<file path="src/i2cma_pkg.sv">
// Shared types and constants for the I2C register access master.
`timescale 1ns / 1ps

package i2cma_pkg;

    localparam int MAX_BYTES = 16;
    localparam int LEN_W     = 5;
    localparam int IDX_W     = 4;
    localparam int BIT_W     = 4;

    typedef enum logic [1:0] {
        KIND_TICK  = 2'd0,
        KIND_LOAD  = 2'd1,
        KIND_WRITE = 2'd2,
        KIND_READ  = 2'd3
    } t_kind;

    typedef enum logic [4:0] {
        PH_IDLE = 5'd0,
        PH_ST0  = 5'd1,
        PH_ST1  = 5'd2,
        PH_ST2  = 5'd3,
        PH_TX0  = 5'd4,
        PH_TX1  = 5'd5,
        PH_TX2  = 5'd6,
        PH_AK0  = 5'd7,
        PH_AK1  = 5'd8,
        PH_AK2  = 5'd9,
        PH_RX0  = 5'd10,
        PH_RX1  = 5'd11,
        PH_MA0  = 5'd12,
        PH_MA1  = 5'd13,
        PH_MA2  = 5'd14,
        PH_SP0  = 5'd15,
        PH_SP1  = 5'd16
    } t_phase;

    typedef enum logic [1:0] {
        SG_ADDR_W = 2'd0,
        SG_REG    = 2'd1,
        SG_DATA   = 2'd2,
        SG_ADDR_R = 2'd3
    } t_stage;

    typedef struct packed {
        logic       scl;
        logic       sda_out;
        logic       busy_res;
        logic       read_valid;
        logic [7:0] read_byte;
        logic       read_last;
        logic       done_res;
        logic       status;
    } t_result;

endpackage

</file>
<file path="src/i2cma_if.sv">
// Request and result channel interfaces for the I2C register access master.
`timescale 1ns / 1ps

interface i2cma_req_if;
    logic                         valid;
    logic                         ready;
    logic [1:0]                   kind;
    logic [6:0]                   dev_addr;
    logic [7:0]                   reg_addr;
    logic [i2cma_pkg::LEN_W-1:0]  length;
    logic [i2cma_pkg::IDX_W-1:0]  buf_index;
    logic [7:0]                   data_byte;
    logic                         sda_in;

    modport source (output valid, kind, dev_addr, reg_addr, length, buf_index, data_byte,
                    sda_in, input ready);
    modport sink   (input valid, kind, dev_addr, reg_addr, length, buf_index, data_byte,
                    sda_in, output ready);
endinterface

interface i2cma_rsp_if;
    logic       valid;
    logic       ready;
    logic       scl;
    logic       sda_out;
    logic       busy_res;
    logic       read_valid;
    logic [7:0] read_byte;
    logic       read_last;
    logic       done_res;
    logic       status;

    modport source (output valid, scl, sda_out, busy_res, read_valid, read_byte, read_last,
                    done_res, status, input ready);
    modport sink   (input valid, scl, sda_out, busy_res, read_valid, read_byte, read_last,
                    done_res, status, output ready);
endinterface

</file>
<file path="src/i2c_master_register_access.sv">
// Top level of the I2C register access master: sequencer, write buffer and result queue.
`timescale 1ns / 1ps
//
// Request channel i_req carries one item per transfer: a bus tick (one bit-phase
// of SCL/SDA), a load of one write buffer byte, or a start of a write or read
// burst. Every accepted item yields exactly one result on o_rsp: the SCL level
// and SDA drive after the item, busy, a received byte with its last flag, and
// done with status when STOP completes.
// Results are registered: an item accepted at an edge has its result on o_rsp after
// that edge if the output register is free or drained, else in the skid register.
// One item per cycle while i_req.ready is high; state advances in a single logic pass.
// A two-entry result queue (output register plus skid register) sits between
// the sides: i_req.ready stays high while the skid register is empty, so one
// more item is taken while a result waits; ready drops once both entries hold
// results and rises when o_rsp.ready drains one.
// Reset (i_rst_n low at a clock edge) empties the queue, returns the sequencer
// to idle with both lines released; write buffer contents are kept.

module i2c_master_register_access (
    input  logic               i_clk,
    input  logic               i_rst_n,
    i2cma_req_if.sink          i_req,
    i2cma_rsp_if.source        o_rsp
);

    localparam int LW = i2cma_pkg::LEN_W;
    localparam int IW = i2cma_pkg::IDX_W;
    localparam int BW = i2cma_pkg::BIT_W;
    localparam logic [LW-1:0] MAX_LEN = LW'(i2cma_pkg::MAX_BYTES);

    i2cma_pkg::t_phase  r_phase, n_phase;
    i2cma_pkg::t_stage  r_stage, n_stage;
    logic [BW-1:0]      r_bit_count, n_bit_count;
    logic [7:0]         r_shift, n_shift;
    logic [LW-1:0]      r_bytes_left, n_bytes_left;
    logic               r_is_read, n_is_read;
    logic [6:0]         r_target_addr, n_target_addr;
    logic [7:0]         r_target_reg, n_target_reg;
    logic [LW-1:0]      r_byte_idx, n_byte_idx;
    logic               r_status_pend, n_status_pend;
    logic               r_scl, n_scl;
    logic               r_sda, n_sda;

    logic [7:0]         r_buf [i2cma_pkg::MAX_BYTES];
    logic               buf_we;
    logic [LW-1:0]      rd_idx;
    logic [7:0]         rd_data;

    i2cma_pkg::t_result res;
    i2cma_pkg::t_result r_head, r_skid;
    logic               r_head_valid, r_skid_valid;

    logic               accept;
    logic               pop;
    logic [LW-1:0]      len_sat;
    logic               msb;
    logic               bl_le1;

    assign accept  = i_req.valid && i_req.ready;
    assign pop     = r_head_valid && o_rsp.ready;
    assign msb     = r_shift[7];
    assign bl_le1  = (r_bytes_left <= LW'(1));
    assign len_sat = (i_req.length > MAX_LEN) ? MAX_LEN : i_req.length;

    assign rd_idx  = (r_stage == i2cma_pkg::SG_DATA) ? (r_byte_idx + LW'(1)) : r_byte_idx;
    assign rd_data = (rd_idx < MAX_LEN) ? r_buf[rd_idx[IW-1:0]] : 8'h00;

    assign buf_we  = accept && (i_req.kind == i2cma_pkg::KIND_LOAD)
                     && ({1'b0, i_req.buf_index} < MAX_LEN);

    always_comb begin
        n_phase       = r_phase;
        n_stage       = r_stage;
        n_bit_count   = r_bit_count;
        n_shift       = r_shift;
        n_bytes_left  = r_bytes_left;
        n_is_read     = r_is_read;
        n_target_addr = r_target_addr;
        n_target_reg  = r_target_reg;
        n_byte_idx    = r_byte_idx;
        n_status_pend = r_status_pend;
        n_scl         = r_scl;
        n_sda         = r_sda;
        res           = '0;

        if (i_req.kind == i2cma_pkg::KIND_LOAD) begin
            n_phase = r_phase;
        end else if (i_req.kind == i2cma_pkg::KIND_WRITE
                     || i_req.kind == i2cma_pkg::KIND_READ) begin
            if (r_phase == i2cma_pkg::PH_IDLE) begin
                n_target_addr = i_req.dev_addr;
                n_target_reg  = i_req.reg_addr;
                n_bytes_left  = len_sat;
                n_is_read     = (i_req.kind == i2cma_pkg::KIND_READ);
                n_stage       = i2cma_pkg::SG_ADDR_W;
                n_byte_idx    = '0;
                n_bit_count   = '0;
                n_shift       = '0;
                n_status_pend = 1'b0;
                n_phase       = i2cma_pkg::PH_ST0;
            end
        end else begin
            unique case (r_phase)
                i2cma_pkg::PH_ST0: begin
                    n_scl = 1'b1; n_sda = 1'b1; n_phase = i2cma_pkg::PH_ST1;
                end
                i2cma_pkg::PH_ST1: begin
                    n_scl = 1'b1; n_sda = 1'b0; n_phase = i2cma_pkg::PH_ST2;
                end
                i2cma_pkg::PH_ST2: begin
                    n_scl       = 1'b0;
                    n_sda       = 1'b0;
                    n_shift     = {r_target_addr, (r_stage == i2cma_pkg::SG_ADDR_R)};
                    n_bit_count = '0;
                    n_phase     = i2cma_pkg::PH_TX0;
                end
                i2cma_pkg::PH_TX0: begin
                    n_scl = 1'b0; n_sda = msb; n_phase = i2cma_pkg::PH_TX1;
                end
                i2cma_pkg::PH_TX1: begin
                    n_scl = 1'b1; n_sda = msb; n_phase = i2cma_pkg::PH_TX2;
                end
                i2cma_pkg::PH_TX2: begin
                    n_scl   = 1'b0;
                    n_shift = {r_shift[6:0], 1'b0};
                    if (r_bit_count >= BW'(7)) begin
                        n_sda       = 1'b1;
                        n_bit_count = '0;
                        n_phase     = i2cma_pkg::PH_AK0;
                    end else begin
                        n_sda       = msb;
                        n_bit_count = r_bit_count + BW'(1);
                        n_phase     = i2cma_pkg::PH_TX0;
                    end
                end
                i2cma_pkg::PH_AK0: begin
                    n_scl = 1'b0; n_sda = 1'b1; n_phase = i2cma_pkg::PH_AK1;
                end
                i2cma_pkg::PH_AK1: begin
                    n_scl = 1'b1; n_sda = 1'b1; n_phase = i2cma_pkg::PH_AK2;
                end
                i2cma_pkg::PH_AK2: begin
                    n_scl = 1'b0;
                    n_sda = 1'b1;
                    unique case (r_stage)
                        i2cma_pkg::SG_ADDR_W: begin
                            if (i_req.sda_in) begin
                                n_status_pend = 1'b1;
                                n_phase       = i2cma_pkg::PH_SP0;
                            end else begin
                                n_stage     = i2cma_pkg::SG_REG;
                                n_shift     = r_target_reg;
                                n_bit_count = '0;
                                n_phase     = i2cma_pkg::PH_TX0;
                            end
                        end
                        i2cma_pkg::SG_REG: begin
                            if (r_is_read) begin
                                n_stage = i2cma_pkg::SG_ADDR_R;
                                n_phase = i2cma_pkg::PH_ST0;
                            end else if (r_bytes_left == '0) begin
                                n_status_pend = 1'b0;
                                n_phase       = i2cma_pkg::PH_SP0;
                            end else begin
                                n_shift     = rd_data;
                                n_bit_count = '0;
                                n_stage     = i2cma_pkg::SG_DATA;
                                n_phase     = i2cma_pkg::PH_TX0;
                            end
                        end
                        i2cma_pkg::SG_DATA: begin
                            if (i_req.sda_in) begin
                                n_status_pend = 1'b1;
                                n_phase       = i2cma_pkg::PH_SP0;
                            end else begin
                                n_bytes_left = (r_bytes_left != '0) ?
                                               (r_bytes_left - LW'(1)) : r_bytes_left;
                                n_byte_idx   = r_byte_idx + LW'(1);
                                if (bl_le1) begin
                                    n_status_pend = 1'b0;
                                    n_phase       = i2cma_pkg::PH_SP0;
                                end else begin
                                    n_shift     = rd_data;
                                    n_bit_count = '0;
                                    n_stage     = i2cma_pkg::SG_DATA;
                                    n_phase     = i2cma_pkg::PH_TX0;
                                end
                            end
                        end
                        i2cma_pkg::SG_ADDR_R: begin
                            if (r_bytes_left == '0) begin
                                n_status_pend = 1'b0;
                                n_phase       = i2cma_pkg::PH_SP0;
                            end else begin
                                n_shift     = '0;
                                n_bit_count = '0;
                                n_phase     = i2cma_pkg::PH_RX0;
                            end
                        end
                        default: begin
                            n_phase = i2cma_pkg::PH_SP0;
                        end
                    endcase
                end
                i2cma_pkg::PH_RX0: begin
                    n_scl = 1'b1; n_sda = 1'b1; n_phase = i2cma_pkg::PH_RX1;
                end
                i2cma_pkg::PH_RX1: begin
                    n_scl   = 1'b0;
                    n_sda   = 1'b1;
                    n_shift = {r_shift[6:0], i_req.sda_in};
                    if (r_bit_count >= BW'(7)) begin
                        n_bit_count    = '0;
                        res.read_valid = 1'b1;
                        res.read_byte  = {r_shift[6:0], i_req.sda_in};
                        res.read_last  = (r_bytes_left == LW'(1));
                        n_phase        = i2cma_pkg::PH_MA0;
                    end else begin
                        n_bit_count = r_bit_count + BW'(1);
                        n_phase     = i2cma_pkg::PH_RX0;
                    end
                end
                i2cma_pkg::PH_MA0: begin
                    n_scl = 1'b0; n_sda = bl_le1; n_phase = i2cma_pkg::PH_MA1;
                end
                i2cma_pkg::PH_MA1: begin
                    n_scl = 1'b1; n_sda = bl_le1; n_phase = i2cma_pkg::PH_MA2;
                end
                i2cma_pkg::PH_MA2: begin
                    n_scl        = 1'b0;
                    n_sda        = bl_le1;
                    n_bytes_left = (r_bytes_left != '0) ?
                                   (r_bytes_left - LW'(1)) : r_bytes_left;
                    if (bl_le1) begin
                        n_status_pend = 1'b0;
                        n_phase       = i2cma_pkg::PH_SP0;
                    end else begin
                        n_shift     = '0;
                        n_bit_count = '0;
                        n_phase     = i2cma_pkg::PH_RX0;
                    end
                end
                i2cma_pkg::PH_SP0: begin
                    n_scl = 1'b1; n_sda = 1'b0; n_phase = i2cma_pkg::PH_SP1;
                end
                i2cma_pkg::PH_SP1: begin
                    n_scl         = 1'b1;
                    n_sda         = 1'b1;
                    res.done_res  = 1'b1;
                    res.status    = r_status_pend;
                    n_status_pend = 1'b0;
                    n_phase       = i2cma_pkg::PH_IDLE;
                end
                default: begin
                    n_scl   = 1'b1;
                    n_sda   = 1'b1;
                    n_phase = i2cma_pkg::PH_IDLE;
                end
            endcase
        end

        res.scl      = n_scl;
        res.sda_out  = n_sda;
        res.busy_res = (n_phase != i2cma_pkg::PH_IDLE);
    end

    always_ff @(posedge i_clk) begin
        if (!i_rst_n) begin
            r_phase       <= i2cma_pkg::PH_IDLE;
            r_stage       <= i2cma_pkg::SG_ADDR_W;
            r_bit_count   <= '0;
            r_shift       <= '0;
            r_bytes_left  <= '0;
            r_is_read     <= 1'b0;
            r_target_addr <= '0;
            r_target_reg  <= '0;
            r_byte_idx    <= '0;
            r_status_pend <= 1'b0;
            r_scl         <= 1'b1;
            r_sda         <= 1'b1;
        end else if (accept) begin
            r_phase       <= n_phase;
            r_stage       <= n_stage;
            r_bit_count   <= n_bit_count;
            r_shift       <= n_shift;
            r_bytes_left  <= n_bytes_left;
            r_is_read     <= n_is_read;
            r_target_addr <= n_target_addr;
            r_target_reg  <= n_target_reg;
            r_byte_idx    <= n_byte_idx;
            r_status_pend <= n_status_pend;
            r_scl         <= n_scl;
            r_sda         <= n_sda;
        end
    end

    always_ff @(posedge i_clk) begin
        if (buf_we) begin
            r_buf[i_req.buf_index] <= i_req.data_byte;
        end
    end

    always_ff @(posedge i_clk) begin
        if (!i_rst_n) begin
            r_head_valid <= 1'b0;
            r_skid_valid <= 1'b0;
        end else if (r_skid_valid) begin
            if (pop) begin
                r_head_valid <= 1'b1;
                r_skid_valid <= 1'b0;
            end
        end else if (accept) begin
            if (!r_head_valid || pop) begin
                r_head_valid <= 1'b1;
            end else begin
                r_skid_valid <= 1'b1;
            end
        end else if (pop) begin
            r_head_valid <= 1'b0;
        end
    end

    always_ff @(posedge i_clk) begin
        if (r_skid_valid) begin
            if (pop) begin
                r_head <= r_skid;
            end
        end else if (accept) begin
            if (!r_head_valid || pop) begin
                r_head <= res;
            end else begin
                r_skid <= res;
            end
        end
    end

    assign i_req.ready      = !r_skid_valid;
    assign o_rsp.valid      = r_head_valid;
    assign o_rsp.scl        = r_head.scl;
    assign o_rsp.sda_out    = r_head.sda_out;
    assign o_rsp.busy_res   = r_head.busy_res;
    assign o_rsp.read_valid = r_head.read_valid;
    assign o_rsp.read_byte  = r_head.read_byte;
    assign o_rsp.read_last  = r_head.read_last;
    assign o_rsp.done_res   = r_head.done_res;
    assign o_rsp.status     = r_head.status;

endmodule
</file>
<file path="src/flat_wrapper.sv">
// flat-port wrapper written by rule: the top's interface ports become plain ports
module i2c_master_register_access_flat 
  (i_clk, i_rst_n, i_req_valid, i_req_kind, i_req_dev_addr, i_req_reg_addr, i_req_length, i_req_buf_index, i_req_data_byte, i_req_sda_in, i_req_ready, o_rsp_valid, o_rsp_scl, o_rsp_sda_out, o_rsp_busy_res, o_rsp_read_valid, o_rsp_read_byte, o_rsp_read_last, o_rsp_done_res, o_rsp_status, o_rsp_ready);
  i2cma_req_if i_req_i ();
  i2cma_rsp_if o_rsp_i ();
  input  logic i_clk;
  input  logic i_rst_n;
  input wire logic [$bits(i_req_i.valid)-1:0] i_req_valid;
  input wire logic [$bits(i_req_i.kind)-1:0] i_req_kind;
  input wire logic [$bits(i_req_i.dev_addr)-1:0] i_req_dev_addr;
  input wire logic [$bits(i_req_i.reg_addr)-1:0] i_req_reg_addr;
  input wire logic [$bits(i_req_i.length)-1:0] i_req_length;
  input wire logic [$bits(i_req_i.buf_index)-1:0] i_req_buf_index;
  input wire logic [$bits(i_req_i.data_byte)-1:0] i_req_data_byte;
  input wire logic [$bits(i_req_i.sda_in)-1:0] i_req_sda_in;
  output wire logic [$bits(i_req_i.ready)-1:0] i_req_ready;
  output wire logic [$bits(o_rsp_i.valid)-1:0] o_rsp_valid;
  output wire logic [$bits(o_rsp_i.scl)-1:0] o_rsp_scl;
  output wire logic [$bits(o_rsp_i.sda_out)-1:0] o_rsp_sda_out;
  output wire logic [$bits(o_rsp_i.busy_res)-1:0] o_rsp_busy_res;
  output wire logic [$bits(o_rsp_i.read_valid)-1:0] o_rsp_read_valid;
  output wire logic [$bits(o_rsp_i.read_byte)-1:0] o_rsp_read_byte;
  output wire logic [$bits(o_rsp_i.read_last)-1:0] o_rsp_read_last;
  output wire logic [$bits(o_rsp_i.done_res)-1:0] o_rsp_done_res;
  output wire logic [$bits(o_rsp_i.status)-1:0] o_rsp_status;
  input wire logic [$bits(o_rsp_i.ready)-1:0] o_rsp_ready;
  assign i_req_i.valid = i_req_valid;
  assign i_req_i.kind = i_req_kind;
  assign i_req_i.dev_addr = i_req_dev_addr;
  assign i_req_i.reg_addr = i_req_reg_addr;
  assign i_req_i.length = i_req_length;
  assign i_req_i.buf_index = i_req_buf_index;
  assign i_req_i.data_byte = i_req_data_byte;
  assign i_req_i.sda_in = i_req_sda_in;
  assign i_req_ready = i_req_i.ready;
  assign o_rsp_valid = o_rsp_i.valid;
  assign o_rsp_scl = o_rsp_i.scl;
  assign o_rsp_sda_out = o_rsp_i.sda_out;
  assign o_rsp_busy_res = o_rsp_i.busy_res;
  assign o_rsp_read_valid = o_rsp_i.read_valid;
  assign o_rsp_read_byte = o_rsp_i.read_byte;
  assign o_rsp_read_last = o_rsp_i.read_last;
  assign o_rsp_done_res = o_rsp_i.done_res;
  assign o_rsp_status = o_rsp_i.status;
  assign o_rsp_i.ready = o_rsp_ready;
  i2c_master_register_access u_core (.i_clk(i_clk), .i_rst_n(i_rst_n), .i_req(i_req_i), .o_rsp(o_rsp_i));
endmodule
</file>
<file path="config.mk">
export PLATFORM = sky130hd
export DESIGN_NAME = i2c_master_register_access_flat
export DESIGN_NICKNAME = d
export VERILOG_FILES = /design/src/i2cma_pkg.sv /design/src/i2cma_if.sv /design/src/i2c_master_register_access.sv /design/src/flat_wrapper.sv
export SDC_FILE = /design/constraint.sdc
export NUM_CORES = 1
export LEC_CHECK = 0
export BUFFER_PORTS_ARGS = -buffer_cell sky130_fd_sc_hd__buf_2
export CORE_UTILIZATION = 40
export CTS_CLUSTER_DIAMETER = 150
export DETAILED_ROUTE_END_ITERATION = 10
export GPL_TIMING_DRIVEN = 0
export SLEW_MARGIN = 20
export SYNTH_ARGS = -nofsm -noshare
export SYNTH_HDL_FRONTEND = slang
export SYNTH_SLANG_ARGS = --single-unit
</file>
<file path="constraint.sdc">
create_clock -name i_clk -period 2.5 [get_ports i_clk]
set_input_delay 0.625 -clock i_clk [delete_from_list [all_inputs] [get_ports i_clk]]
set_output_delay 0.625 -clock i_clk [all_outputs]
set_load 0.01 [all_outputs]
</file>
==> metrics <==
share of the core filled with cells 48.6%; Max FO, Critical Path 10; register containing the most flip-flops in the final layout u_core.r_buf; via count 7,831; data required time at the worst endpoint 2670 ps; mapped cell area 10,600 µm²; Total GRT Usage 21.5%; number of antenna violations at the first check in global routing 0; registers with the most flip-flops u_core.r_buf: 128 flops, u_core.r_skid: 15 flops; die width 165 µm; critical path class flip-flop to flip-flop; final-layout worst hold slack 297 ps; wirelength, routed 28,800 µm; setup slack of the worst register-to-register path 50 ps; net count reported at finish 1,048; count of state elements after synthesis 208; standard cell core area 26,100 µm²; Max Clock Freq 409 MHz; number of distinct standard cells referenced by the synthesized netlist 69; H-tree depth 1; area taken by multi-input logic gates 4850 µm²; number of warnings reported in the yosys synthesis log 0; worst setup skew after layout 17.4 ps; largest net degree at the start of global routing 17; total gr overflow 0; CTS Root Cell sky130_fd_sc_hd__clkbuf_16; TritonCTS clock tree yes; endpoint of the most critical register-to-register path u_core.r_buf[5][7]$_DFFE_PP_; vias in the first global route 7,591; Area growth syn-to-layout 19.3%; number of buffer and inverter stages on the critical path 2; sequential-to-total area share from yosys stat 54.1%; critical path's top delay family simple AND/OR/NAND/NOR gates; fin cells 1,351; Starting Density 40.7%; count of input and output buffers 53; Hold Crit Class input port to flip-flop; post-DR wirelength/cell 21.3 µm; number of detailed-routing iterations run before antenna repair 5; number of flip-flops in the largest register 128; count of endpoints failing hold in the final timing report 0; number of diodes added for antenna fixing 0; Critical Path AT 2620 ps; CP endpoint kind flip-flop; leakage 4.34 nW; number of fillers in the final layout 2,340; proportion of register bits with asynchronous set or reset after synthesis 0%; kind of launch point of the worst setup path flip-flop; Hold EP u_core.r_skid_valid$_SDFF_PN0_; cells traversed along the worst timing path clkbuf_2, nor2b_4, clkbuf_4, and3_2, nand3b_1, nor2_2; number of buffers inserted during clock tree synthesis 23; count of flip-flops with a built-in enable after synthesis 158; synthesized netlist net count 950; post-route fraction of the period consumed by the critical path 97.9%; count of max-cap constraint violations 0; violation count after the first detailed-routing iteration 556; sequential standard cell area 5750 µm²; slew at the pin closest to its max-slew limit 860 ps; setup total negative slack 0 ps; start point of the worst hold path o_rsp_ready; first-pass GRT wire length 44,100 µm; cts hold-fix bufs 0; DRC viols 0; global placement routability congestion 0.877; delay contributed by the slowest stage of the critical path 520 ps; count of standard-cell rows 59; layout cells sized above 1 25.1%; I/O pin cnt 56; Syn Inst Count 902; DP Wirelength 19,700 µm; power per unit of standard cell area 599 nW/µm²; peak supply drop 551 µV; most frequent standard cell in the layout excluding fill and tap cells sky130_fd_sc_hd__edfxtp_1; clk slew on worst S/H paths 60 ps; total count of max-transition violations in the final report 0; time the worst path needs with I/O delays and setup 2450 ps; final antenna-violating net count 0; Worst path slowest cell sky130_fd_sc_hd__nor2_2; worst-case headroom to the max-slew limit 42.7%; RSZ-0062 raised after global routing true; CTS sink cnt 208; most used cells in the layout excluding fill and tap cells sky130_fd_sc_hd__edfxtp_1 (158), sky130_fd_sc_hd__nand2_1 (115), sky130_fd_sc_hd__mux2i_1 (104); via density per instance 5.80; largest buffer count on any clock path 3; clock latency reported for the late side of the worst-skew pair 540 ps; Die Y-Extent 165 µm; Die Footprint 27,200 µm²; total setup violations reported at the end of the flow 0; hold depth 2; reg-to-reg startpoint u_core.r_skid_valid$_SDFF_PN0_; Main synth FF type sky130_fd_sc_hd__edfxtp_1; synthesized area per cell 11.8 µm²; number of cells on the worst reg-to-reg path 6; number of placed instances, taps included 1,291; run status finished, final reports clean
kinds of logic after synthesis:
logic type	after synthesis	synth area share, %
AND/OR/NAND/NOR	308	14.4
buffers and inverters	81	3.11
flip-flops	208	54.1
adder cells (fa/ha/maj)	9	1.06
AO/OA/AOI/OAI	143	9.39
XOR/XNOR	2	0.165
multiplexers	151	17.8
final cells by class:
cell class	instances	share of cell area [%]
sequential	208	45.4
multi-input combinational	614	38.3
clock buffer	27	4.66
timing repair buffer	73	4.17
tap	335	3.31
buffer	57	2.58
clock inverter	14	0.938
inverter	23	0.691
per-layer routing:
layer	routed length [µm]	vias up	track usage [%]
met2	13900	256	36.3
met4	617	0	5.25
met3	1570	43	2.54
li1	-	3624	-
met5	0	-	0
met1	12700	3908	29.4
stage by stage:
stage / setup slack [ps] / total power, mW / area (µm²)
floorplan: 43.2 / 4.18 / 10600
global placement: -1190 / 4.37 / 11300
detailed placement: -856 / 4.38 / 11300
CTS: 0.443 / 7.62 / 12500
global route: -34.3 / 7.79 / 12700
finish: 53.5 / 7.59 / 12700
power breakdown:
part | leakage, nW | internal, mW | total [mW] | switching, mW
clock | 0.344 | 1.81 | 3.24 | 1.42
combinational | 2.14 | 0.204 | 0.539 | 0.335
sequential | 1.85 | 3.78 | 3.82 | 0.0351
total | 4.34 | 5.80 | 7.59 | 1.79
how the worst max path moves through the flow:
stage | slack [ps] | to | from | depth (start not counted)
2_1_floorplan | 40 | u_core.r_buf[1][0]$_DFFE_PP_ | i_req_valid | 5
3_3_place_gp | -1190 | u_core.r_buf[1][4]$_DFFE_PP_ | i_req_valid | 6
3_5_place_dp | -860 | u_core.r_buf[10][3]$_DFFE_PP_ | i_req_valid | 7
4_1_cts | 0.4 | u_core.r_shift[4]$_SDFFE_PN0P_ | u_core.r_stage[0]$_SDFFE_PN0P_ | 10
5_1_grt | -30 | u_core.r_byte_idx[2]$_SDFFE_PN0P_ | u_core.r_phase[2]$_SDFFE_PN0P_ | 8
6_report | 50 | u_core.r_buf[5][7]$_DFFE_PP_ | u_core.r_skid_valid$_SDFF_PN0_ | 6
timing repair:
action                     in CTS  in global routing
pin swaps                      11                  5
cloned                          1                  0
gates resized for setup        65                 48
setup endpoints to repair     139                109
setup buffers                  13                  6
synthesized netlist by cell type (all sizes together) (2+ instances only):
master | instances | area share (%)
edfxtp | 158 | 45
nand2 | 118 | 4.2
mux2i | 104 | 9.8
dfxtp | 50 | 9.4
nor2 | 49 | 1.7
clkbuf | 33 | 1.2
o21ai | 31 | 1.5
a21oi | 29 | 1.4
nand3 | 29 | 1.4
mux4 | 28 | 5.9
buf | 25 | 1.1
inv | 22 | 0.78
nand4 | 20 | 1.2
mux2 | 19 | 2.0
nor2b | 17 | 1.0
nor3 | 14 | 0.71
nand2b | 13 | 0.84
and2 | 11 | 0.65
a41oi | 9 | 0.74
ha | 9 | 1.1
o221ai | 9 | 0.80
a32oi | 8 | 0.66
or3 | 8 | 0.52
a211oi | 6 | 0.42
a22oi | 6 | 0.42
o211ai | 6 | 0.42
a21boi | 5 | 0.35
a21o | 5 | 0.35
a31oi | 5 | 0.29
and3 | 5 | 0.29
nand3b | 4 | 0.28
nor3b | 4 | 0.28
nor4 | 4 | 0.38
o22ai | 4 | 0.24
o31ai | 4 | 0.28
or2 | 4 | 0.24
or3b | 3 | 0.25
a311oi | 2 | 0.17
nand4b | 2 | 0.17
o2111a | 2 | 0.21
xor2 | 2 | 0.17
Note: power is estimated with default switching activity, not from simulation.
